[config.mk]
export PLATFORM = sky130hd
export DESIGN_NAME = stepper_phase_command_sequencer_unit
export DESIGN_NICKNAME = d
export VERILOG_FILES = /design/src/rtl/core/spcs_pkg.sv /design/src/rtl/core/spcs_core.sv /design/src/rtl/core/spcs_emit.sv /design/src/rtl/core/stepper_phase_command_sequencer_unit.sv
export SDC_FILE = /design/constraint.sdc
export NUM_CORES = 1
export LEC_CHECK = 0
export BUFFER_PORTS_ARGS = -buffer_cell sky130_fd_sc_hd__buf_2
export CORE_ASPECT_RATIO = 1.75
export CORE_MARGIN = 10
export CORE_UTILIZATION = 56
export CTS_BUF_LIST = sky130_fd_sc_hd__clkbuf_4
export DETAILED_ROUTE_END_ITERATION = 8
export PLACE_DENSITY = 0.78
export SETUP_SLACK_MARGIN = 0.1
export SLEW_MARGIN = 30
export SYNTH_ARGS = -nofsm -noshare
export SYNTH_HDL_FRONTEND = slang
export SYNTH_SLANG_ARGS = --single-unit
export TNS_END_PERCENT = 5
[constraint.sdc]
create_clock -name clk -period 5.3 [get_ports clk]
set_input_delay 0.265 -clock clk [delete_from_list [all_inputs] [get_ports clk]]
set_output_delay 0.265 -clock clk [all_outputs]
set_load 0.01 [all_outputs]
[src/rtl/core/spcs_pkg.sv]
// Package with shared types, code constants and phase pattern tables for the sequencer.
`timescale 1ns / 1ps

package spcs_pkg;

  // Number of axis slots that the fixed input fields can carry.
  localparam int MaxAxes = 3;

  // Item function codes.
  localparam logic FUNC_STEP  = 1'b0;
  localparam logic FUNC_LEVEL = 1'b1;

  // Configuration register indexes.
  localparam logic [1:0] CFG_FULL_STEP_MASK = 2'd0;
  localparam logic [1:0] CFG_OFF_THRESHOLD  = 2'd1;
  localparam logic [1:0] CFG_LOW_THRESHOLD  = 2'd2;
  localparam logic [1:0] CFG_MID_THRESHOLD  = 2'd3;

  // Current level codes.
  typedef logic [1:0] level_t;
  localparam level_t LVL_OFF = 2'd0;
  localparam level_t LVL_20  = 2'd1;
  localparam level_t LVL_60  = 2'd2;
  localparam level_t LVL_MAX = 2'd3;

  // Threshold values after reset.
  localparam logic [7:0] OFF_THRESHOLD_RST = 8'd0;
  localparam logic [7:0] LOW_THRESHOLD_RST = 8'd51;
  localparam logic [7:0] MID_THRESHOLD_RST = 8'd153;

  // Half step patterns, by level code and by the whole phase index.
  localparam logic [5:0] HALF_TAB [4][8] = '{
    '{6'h3F, 6'h3F, 6'h1F, 6'h1F, 6'h1B, 6'h1B, 6'h3B, 6'h3B},
    '{6'h37, 6'h36, 6'h1E, 6'h16, 6'h13, 6'h12, 6'h3A, 6'h32},
    '{6'h2F, 6'h2D, 6'h1D, 6'h0D, 6'h0B, 6'h09, 6'h39, 6'h29},
    '{6'h27, 6'h2D, 6'h1C, 6'h0D, 6'h03, 6'h09, 6'h38, 6'h29}
  };

  // Full step patterns, by level code and by the low two bits of the phase index.
  localparam logic [5:0] FULL_TAB [4][4] = '{
    '{6'h3F, 6'h3B, 6'h1B, 6'h1F},
    '{6'h36, 6'h32, 6'h12, 6'h16},
    '{6'h2D, 6'h29, 6'h09, 6'h0D},
    '{6'h24, 6'h20, 6'h00, 6'h04}
  };

  // A batch of commands from one item: one slot per axis, in axis order.
  typedef struct packed {
    logic [MaxAxes-1:0]      mask;
    logic [MaxAxes-1:0][7:0] cmd;
  } spcs_batch_t;

  // Looks up the coil pattern for one axis.
  function automatic logic [5:0] phase_pattern(input logic full, input level_t lv,
                                               input logic [2:0] ph);
    logic [5:0] pat;
    if (full) begin
      pat = FULL_TAB[lv][ph[1:0]];
    end else begin
      pat = HALF_TAB[lv][ph];
    end
    return pat;
  endfunction

endpackage

[src/rtl/core/spcs_core.sv]
// Input register, configuration registers, axis state and command byte generation.
`timescale 1ns / 1ps

module spcs_core #(
  parameter int AXIS_COUNT = 3
) (
  input  logic                clk,
  input  logic                rst,
  input  logic                in_valid,
  output logic                in_stall,
  input  logic                func,
  input  logic [7:0]          steps_x,
  input  logic [7:0]          steps_y,
  input  logic [7:0]          steps_z,
  input  logic [2:0]          dir_up_mask,
  input  logic [1:0]          target_axis,
  input  logic [7:0]          drive_level,
  input  logic                force_update,
  input  logic                cfg_write,
  input  logic [1:0]          cfg_index,
  input  logic [7:0]          cfg_data,
  input  logic                batch_free,
  output logic                batch_push,
  output spcs_pkg::spcs_batch_t batch
);

  // Registered copy of the accepted word.
  logic       iv;
  logic       r_func;
  logic [7:0] r_steps [spcs_pkg::MaxAxes];
  logic [2:0] r_dir;
  logic [1:0] r_target;
  logic [7:0] r_level;
  logic       r_force;

  // Configuration registers.
  logic [2:0] full_step_mask;
  logic [7:0] off_threshold;
  logic [7:0] low_threshold;
  logic [7:0] mid_threshold;

  // Per-axis state.
  logic [2:0]         phase [AXIS_COUNT];
  spcs_pkg::level_t   level [AXIS_COUNT];
  logic [2:0]         phase_next [AXIS_COUNT];
  spcs_pkg::level_t   level_next [AXIS_COUNT];

  spcs_pkg::level_t quant;
  logic             commit;
  logic             load;

  // Quantise the requested level, testing from the top threshold down.
  always_comb begin
    if (r_level > mid_threshold) begin
      quant = spcs_pkg::LVL_MAX;
    end else if (r_level > low_threshold) begin
      quant = spcs_pkg::LVL_60;
    end else if (r_level > off_threshold) begin
      quant = spcs_pkg::LVL_20;
    end else begin
      quant = spcs_pkg::LVL_OFF;
    end
  end

  // New axis state and the command byte of every axis that reports.
  always_comb begin
    batch = '0;
    for (int a = 0; a < AXIS_COUNT; a++) begin
      phase_next[a] = phase[a];
      level_next[a] = level[a];
      if (r_func == spcs_pkg::FUNC_STEP) begin
        if (r_steps[a] != 8'd0) begin
          if (r_dir[a]) begin
            phase_next[a] = phase[a] + r_steps[a][2:0];
          end else begin
            phase_next[a] = phase[a] - r_steps[a][2:0];
          end
          batch.mask[a] = 1'b1;
        end
      end else if (r_target == 2'(a)) begin
        level_next[a] = quant;
        batch.mask[a] = r_force;
      end
      batch.cmd[a] = {2'(a), spcs_pkg::phase_pattern(full_step_mask[a], level_next[a],
                                                     phase_next[a])};
    end
  end

  // An item with no command commits at once; others wait for a free batch slot.
  assign commit     = iv && ((batch.mask == '0) || batch_free);
  assign batch_push = commit && (batch.mask != '0);
  assign in_stall   = iv && !commit;
  assign load       = in_valid && !in_stall;

  // Input register.
  always_ff @(posedge clk) begin
    if (rst) begin
      iv <= 1'b0;
    end else if (load) begin
      iv <= 1'b1;
    end else if (commit) begin
      iv <= 1'b0;
    end
  end

  always_ff @(posedge clk) begin
    if (load) begin
      r_func     <= func;
      r_steps[0] <= steps_x;
      r_steps[1] <= steps_y;
      r_steps[2] <= steps_z;
      r_dir      <= dir_up_mask;
      r_target   <= target_axis;
      r_level    <= drive_level;
      r_force    <= force_update;
    end
  end

  // Axis state advances when the item commits.
  always_ff @(posedge clk) begin
    if (rst) begin
      for (int a = 0; a < AXIS_COUNT; a++) begin
        phase[a] <= 3'd0;
        level[a] <= spcs_pkg::LVL_OFF;
      end
    end else if (commit) begin
      for (int a = 0; a < AXIS_COUNT; a++) begin
        phase[a] <= phase_next[a];
        level[a] <= level_next[a];
      end
    end
  end

  // Configuration writes.
  always_ff @(posedge clk) begin
    if (rst) begin
      full_step_mask <= 3'd0;
      off_threshold  <= spcs_pkg::OFF_THRESHOLD_RST;
      low_threshold  <= spcs_pkg::LOW_THRESHOLD_RST;
      mid_threshold  <= spcs_pkg::MID_THRESHOLD_RST;
    end else if (cfg_write) begin
      case (cfg_index)
        spcs_pkg::CFG_FULL_STEP_MASK: full_step_mask <= cfg_data[2:0];
        spcs_pkg::CFG_OFF_THRESHOLD:  off_threshold  <= cfg_data;
        spcs_pkg::CFG_LOW_THRESHOLD:  low_threshold  <= cfg_data;
        spcs_pkg::CFG_MID_THRESHOLD:  mid_threshold  <= cfg_data;
        default: ;
      endcase
    end
  end

endmodule

[src/rtl/core/spcs_emit.sv]
// Result register: holds one batch, hands out one word a cycle while out_stall is low.
`timescale 1ns / 1ps

module spcs_emit (
  input  logic                  clk,
  input  logic                  rst,
  input  logic                  batch_push,
  input  spcs_pkg::spcs_batch_t batch,
  output logic                  batch_free,
  output logic                  out_valid,
  input  logic                  out_stall,
  output logic [7:0]            command_byte,
  output logic [1:0]            cmd_axis,
  output logic                  last
);

  logic [spcs_pkg::MaxAxes-1:0]      pend;
  logic [spcs_pkg::MaxAxes-1:0][7:0] cmd;
  logic [spcs_pkg::MaxAxes-1:0]      pend_rest;
  logic                              take;

  // Lowest pending slot goes first, so commands leave in axis order.
  always_comb begin
    cmd_axis = 2'd0;
    for (int a = spcs_pkg::MaxAxes - 1; a >= 0; a--) begin
      if (pend[a]) begin
        cmd_axis = 2'(a);
      end
    end
  end

  assign command_byte = cmd[cmd_axis];
  assign pend_rest    = pend & (pend - {{(spcs_pkg::MaxAxes-1){1'b0}}, 1'b1});
  assign last         = (pend_rest == '0);
  assign out_valid    = (pend != '0);
  assign take         = out_valid && !out_stall;
  assign batch_free   = !out_valid || (take && last);

  // Pending mask: loaded with a new batch, one slot cleared per word taken.
  always_ff @(posedge clk) begin
    if (rst) begin
      pend <= '0;
    end else if (batch_push) begin
      pend <= batch.mask;
    end else if (take) begin
      pend <= pend_rest;
    end
  end

  always_ff @(posedge clk) begin
    if (batch_push) begin
      cmd <= batch.cmd;
    end
  end

endmodule

[src/rtl/core/stepper_phase_command_sequencer_unit.sv]
// Top level of the three-axis stepper phase command sequencer.
// An item passes the input register, then the result register offers its command words.
// Throughput: one command word per cycle while out_stall is low; an item with k commands
// holds the result register until its k words are taken, k at most three.
// Reset: phase indexes and level codes clear to zero, thresholds take their defaults,
// and all pending words are dropped.
`timescale 1ns / 1ps

module stepper_phase_command_sequencer_unit #(
  parameter int AXIS_COUNT = 3
) (
  input  logic       clk,
  input  logic       rst,
  input  logic       in_valid,
  output logic       in_stall,
  input  logic       func,
  input  logic [7:0] steps_x,
  input  logic [7:0] steps_y,
  input  logic [7:0] steps_z,
  input  logic [2:0] dir_up_mask,
  input  logic [1:0] target_axis,
  input  logic [7:0] drive_level,
  input  logic       force_update,
  output logic       out_valid,
  input  logic       out_stall,
  output logic [7:0] command_byte,
  output logic [1:0] cmd_axis,
  output logic       last,
  input  logic       cfg_valid,
  output logic       cfg_ready,
  input  logic [1:0] cfg_index,
  input  logic [7:0] cfg_data
);

  spcs_pkg::spcs_batch_t batch;
  logic                  batch_push;
  logic                  batch_free;

  // Configuration writes are always taken.
  assign cfg_ready = 1'b1;

  spcs_core #(
    .AXIS_COUNT(AXIS_COUNT)
  ) u_core (
    .clk         (clk),
    .rst         (rst),
    .in_valid    (in_valid),
    .in_stall    (in_stall),
    .func        (func),
    .steps_x     (steps_x),
    .steps_y     (steps_y),
    .steps_z     (steps_z),
    .dir_up_mask (dir_up_mask),
    .target_axis (target_axis),
    .drive_level (drive_level),
    .force_update(force_update),
    .cfg_write   (cfg_valid && cfg_ready),
    .cfg_index   (cfg_index),
    .cfg_data    (cfg_data),
    .batch_free  (batch_free),
    .batch_push  (batch_push),
    .batch       (batch)
  );

  spcs_emit u_emit (
    .clk         (clk),
    .rst         (rst),
    .batch_push  (batch_push),
    .batch       (batch),
    .batch_free  (batch_free),
    .out_valid   (out_valid),
    .out_stall   (out_stall),
    .command_byte(command_byte),
    .cmd_axis    (cmd_axis),
    .last        (last)
  );

endmodule
### Word-level counts from Yosys, hierarchy flattened

Memory sizes are Yosys's and may differ from the RTL's.
Cells that the tools add are included.

* register bits: 64
* memory bits (writable): 39
* input port bits: 54
* output and inout port bits: 14
* word-level logic and storage cells: 173
* memories kept: 3

* $add $sub $neg: 7
* order comparisons: 13
* equality and inequality tests: 5
* multiplexer cells: 88
* bitwise logic cells: 16
* reduce and logical (&&, ||, !) cells: 27

Memories
* u_core.r_steps: depth 3, bits a word 8, read ports 3, clocked after memory_dff 0, write ports 3, RTL line spcs_core.sv:30 `logic [7:0] r_steps [spcs_pkg::MaxAxes];`
* u_core.phase: depth 3, bits a word 3, read ports 3, clocked after memory_dff 0, write ports 3, RTL line spcs_core.sv:43 `logic [2:0] phase [AXIS_COUNT];`
* u_core.level: depth 3, bits a word 2, read ports 3, clocked after memory_dff 0, write ports 3, RTL line spcs_core.sv:44 `spcs_pkg::level_t level [AXIS_COUNT];`

Operators with widths (count)
* $bmux W48 S2: 3
* $mux W48: 6
* $bmux W24 S2: 3
* $mux W24: 6
* $mux W6: 15
* $bmux W6 S3: 3
* $mux W3: 14
* $bmux W6 S2: 3
* $mux W2: 14
* $gt A8 B8 Y1: 3
* $reduce_bool A8 Y1: 3
* $mux W1: 19
* $ge A3 B3 Y1 const B: 6
* $not A2 Y3: 6
* $bmux W8 S2: 1
* $ge A4 B4 Y1 const B: 3
* $not A3 Y4: 3
* $add A3 B3 Y3: 3
* $sub A3 B3 Y3: 3
* $mux W8: 1
* $reduce_and A2 Y1: 4
* $eq A2 B2 Y1 const B: 3
* $logic_and A1 B1 Y1: 6
* $logic_not A3 Y1: 2
* other kinds (10): 23

### Depth between registers and ports, before layout

* depth after elaboration: 14
* mapped depth: 10

### By module

Synthesis repeated with hierarchy kept, for this count alone.

* cells, all modules: 478
* area total of the unflattened synthesis: 5497.8 um^2

Modules (own cells, without submodules)
* spcs_core: times used 1, cells each 408, area each 4331.7 um^2
* spcs_emit: times used 1, cells each 68, area each 1154.9 um^2
* stepper_phase_command_sequencer_unit: times used 1, cells each 2, area each 11.3 um^2

### Worst setup path before layout

Ideal clock, no wire load.

* kind: register to register
* from: mem u_core.r_steps[2][0], in the netlist u_core.r_steps[0][16]
* to: reg u_core.r_dir[0] (enable)
* arrival time: 3.278 ns
* required time: 4.852 ns
* slack: 1.573 ns
* cell stages (with the launch flop): 9
* buffers on the path: 0
* clock period less this slack: 3.727 ns
* path through: edfxtp_1 -> inv_1 -> ha_1 -> nor3b_1 -> a21oi_2 -> a21o_1 -> nor2_2 -> a21oi_2 -> a21oi_1

RTL lines
* start, declared: RTL line spcs_core.sv:30
* end signal, assigned: RTL line spcs_core.sv:112 `r_dir <= dir_up_mask;`
* end, declared: RTL line spcs_core.sv:31 `logic [2:0] r_dir;`

### Final worst setup path

* from: reg u_core.r_func
* to: out in_stall

* word-level cells in the longest chain between the ends: 6
* elaborated cells between the ends (all ways): 8

Ends and longest elaborated chain
* start, declared: RTL line spcs_core.sv:29 `logic r_func;`
* start signal, assigned: RTL line spcs_core.sv:108 `r_func <= func;`
* $mux W1: RTL line spcs_core.sv:71 `if (r_func == spcs_pkg::FUNC_STEP) begin`
* $logic_not A3 Y1 (*): RTL line spcs_core.sv:90 `assign commit = iv && ((batch.mask == '0) || batch_free);`
* $logic_or A1 B1 Y1 (*): RTL line spcs_core.sv:90
* $logic_and A1 B1 Y1 (*): RTL line spcs_core.sv:90
* $logic_not A1 Y1 (*): RTL line spcs_core.sv:92 `assign in_stall = iv && !commit;`
* $logic_and A1 B1 Y1 (*): RTL line spcs_core.sv:92
* end, declared: RTL line stepper_phase_command_sequencer_unit.sv:15 `output logic in_stall,`

Every way passes the cells marked *; elsewhere a longest branch is shown, timed or not.

==> results.txt <==
The run finished with clean final reports. The areal power density over the cells is 264 mW/mm^2, and the floorplan core area is 0.00904 sq mm. The synthesis-to-finish area growth came out at 18.8%. The most instantiated flip-flop cell in the synthesis netlist is sky130_fd_sc_hd__edfxtp_1. For the worst hold margin, the log shows 0.0118 ns. The count of nets left with antenna violations once routing finished came out at 0.

Across all setup checks in the final design, the least slack found is 2.55 ns. For this configuration, the core starts out at a cell density of 57.0%. The routed design could run at a clock period as short as 2.75 ns. The logs give 18.1% for the global-route usage over all layers and 0 for the quantity of gates resized following cts. The category of the worst setup path capture point is an output pin.

In this design, the stage delay of the slowest critical-path cell is 0.65 ns. The slowest stage of the critical path is the sky130_fd_sc_hd__edfxtp_1 cell. The H-tree was split into 3 levels. Counting flops and latches in the post-synthesis netlist gives 103.

The startpoint of the lowest-slack hold path was cfg_data[7]. The floorplan has 46 rows. IR analysis of the VDD net gives a maximum drop of 0.222 mV.

The die covers 0.0136 sq mm. The most common cell in the synthesized netlist is sky130_fd_sc_hd__edfxtp_1. The number of cells on the worst hold path works out to 2. The top-area cell type share of the netlist area came out at 42.0%. By area the synthesized netlist is led by sky130_fd_sc_hd__edfxtp_1 42%, sky130_fd_sc_hd__dfxtp_1 12%, sky130_fd_sc_hd__ha_1 7.3%.

The cell area after synthesis is 0.00515 sq mm, and the mean post-synth cell area is 11.1 sq um. In this run the critical register-to-register path is launched from u_core.r_steps[0][0]$_DFFE_PP_. The met2 track demand over resource in global routing was 34.5%; the clock-pin transition on the worst setup and hold timing paths was 0.15 ns. The clock reaches the later pin of the worst-skew pair after 0.48 ns. The area taken by flip-flops and latches is 0.00278 sq mm.

The tool flagged a number of max-cap violations equal to 0. At the end of routability-driven placement, the weighted congestion stood at 0.945. Max-slew violation count: 0. Yosys printed 0 warnings.

The filler cells instantiated in the layout total 719. The synthesized net count was 553. The tools report the final routed DRC violation total as 0. After synthesis, the share of flip-flops with an asynchronous set or reset is 0%.

The most crowded layer after global routing was met2. The total detailed-routing wirelength was 12,100 um; the post-synthesis cell type count was 55. The path class of the tightest hold or removal check is in2reg. Of the cells placed in the final design, the portion with a size suffix greater than 1 is 20.2%. The initial antenna violation count was 1; the number of buffers added on ports was 66. The ratio of routed vias to standard cells was 5.45; the post-route fraction of the period consumed by the critical path was 51.8%. The worst setup path is launched from a flip-flop. In the final routed layout, each cell accounts on average for 17.4 um. The analysis attributes to cell leakage a power of 2.48 nW. Counting the buffers created by CTS gives 9.

In the final timing run, aggregate negative setup slack is 0 ns. Global routing consumed, on the met1 layer, 16.7% of the routing resources. The source of the critical timing path was u_core.r_func$_DFFE_PP_. The detailed router placed 3,787 vias in this run.

The critical path goes through nor3b_2, a21o_1, nor2_2, a21oi_2, nand2_1, inv_1, buf_2. The TritonCTS sink count is 103, and the largest net degree at the start of global routing is 37. TritonCTS built the clock tree. The logs give 68 for the top-level port count and 5.04 ns for the required time of the critical path. After the first detailed-routing iteration, the DRC count stood at 243. The tools report the pre-CTS setup slack as 2.68 ns. Setup repair after global routing left no endpoint under its margin. The root buffer cell chosen for the clock tree is sky130_fd_sc_hd__clkbuf_4. The slew at the pin closest to its max-slew limit is 0.851 ns, and the placed wire-length estimate after detailed placement is 8920 um. Data on the critical path arrives at its endpoint at 2.48 ns. The run gives 3,966 as the via count of the first global-routing pass. Setup violations remaining at the end of the flow were counted as 0.

The proportion of synthesized chip area in sequential cells was 54.0%. The final number of hold-violating endpoints was 0; the final-stage net count was 656. Along the worst path, the maximum fanout reaches 10.

For the final database, setup skew stands at 0.00990 ns. The logs give 19,200 um for the global-route wire length before repair and 0.364 GHz for the upper clock frequency limit. The overall die width was 92.5 um. The number of buffers on the longest clock path is 2. After technology mapping, the gate count stands at 466. The first-pass detailed-route iteration total was 4. In this run the tightest slew margin relative to its limit is 43.2%. Global routing used 4.69% of the available met3 tracks. The cell taking the most area after synthesis was sky130_fd_sc_hd__edfxtp_1.

The utilization after layout came out at 67.7%. In this run, synthesis inferred 72 flip-flops with an integrated enable. The cell depth of the worst flop-to-flop path came out at 9. The multi-input combinational cell area was 0.00215 sq mm; the vertical extent of the die was 147 um.

The critical path is of the reg2out type. After global routing the overflow that remains totals 0. Counting instances in the post-synthesis netlist gives the leading cell types as 72 x sky130_fd_sc_hd__edfxtp_1, 49 x sky130_fd_sc_hd__nand2_1, 38 x sky130_fd_sc_hd__inv_1.
## placed cells by master, fill, tap and decap left out, drive strengths merged, types with 8 or more instances in the layout
master / instances
inv: 40
a21oi: 34
nor2: 47
clkbuf: 11
o21ai: 19
ha: 30
xor2: 8
edfxtp: 72
dlygate4sd3: 39
nand2: 49
buf: 69
nor3: 8
dfxtp: 31
mux2i: 23
## cell families after synthesis
family	share of synthesized area [%]
mux	5.78
buf+inv	4.40
xor+xnor	2.55
simple gates	15.2
fa+ha+maj	8.65
flops	54.0
other cells	0.0728
compound gates	9.31
## per-stage QoR
step	area, sq um	total power [W]	std cells
2_1_floorplan	5150	0.00114	466
3_3_place_gp	5570	0.00122	638
3_5_place_dp	5600	0.00123	639
4_1_cts	6110	0.00162	694
5_1_grt	6120	0.00169	695
6_report	6120	0.00162	695
## final cells by class
class | count | area share [%]
clock inverter | 5 | 0.675
tap | 120 | 2.45
sequential | 103 | 45.5
antenna | 1 | 0.0409
clock buffer | 11 | 1.35
multi-input combinational | 309 | 35.2
inverter | 38 | 2.33
timing repair buffer | 108 | 12.5
## what timing repair did
action | in CTS | in global routing
buffers inserted | 0 | 0
endpoints found under the hold margin | 39 | 0
hold buffers | 39 | 0
setup endpoints to repair | 0 | 0
## worst max-delay path, delay by kind of cell, from the launching register on
kind,cells,cell delay [ns]
compound gates,2,0.47
flops,1,0.65
buf+inv,2,0.21
simple gates,3,0.67
## path summary, 6_finish.rpt
path	endpoint	slack [ns]
setup / recovery	in_stall	2.55
setup reg to reg	u_core.r_steps[0][22]$_DFFE_PP_	2.64
hold reg to reg	u_core.mid_threshold[6]$_SDFFE_PP0P_	0.47
hold / removal	u_core.mid_threshold[7]$_SDFFE_PP1P_	0.01
## flip-flops by register name, indices dropped and copies added (netlist names)
| signal | count |
|---|---|
| u_emit.cmd | 18 |
| u_core.r_steps | 24 |
| u_core.iv | 1 |
| u_core.r_func | 1 |
| u_core.full_step_mask | 3 |
| u_core.r_target | 2 |
| u_core.r_force | 1 |
| u_core.r_dir | 3 |
| u_emit.pend | 3 |
| u_core.low_threshold | 8 |
| u_core.r_level | 8 |
| u_core.mid_threshold | 8 |
| u_core.phase | 9 |
| u_core.off_threshold | 8 |
| u_core.level | 6 |
## power by group
group	leakage (nW)	switching, W	internal (W)	total (W)
registers	0.953	0.0000304	0.000919	0.000949
logic	1.47	0.000161	0.000130	0.000291
clock network	0.0641	0.000266	0.000111	0.000377
## per-layer routing
| metal | wire (um) | up-vias |
|---|---|---|
| li1 | - | 1861 |
| met1 | 4270 | 1778 |
| met2 | 6770 | 109 |
| met3 | 538 | 39 |
| met4 | 493 | 0 |
| met5 | 0 | - |
(Power assumes the default switching activity.)
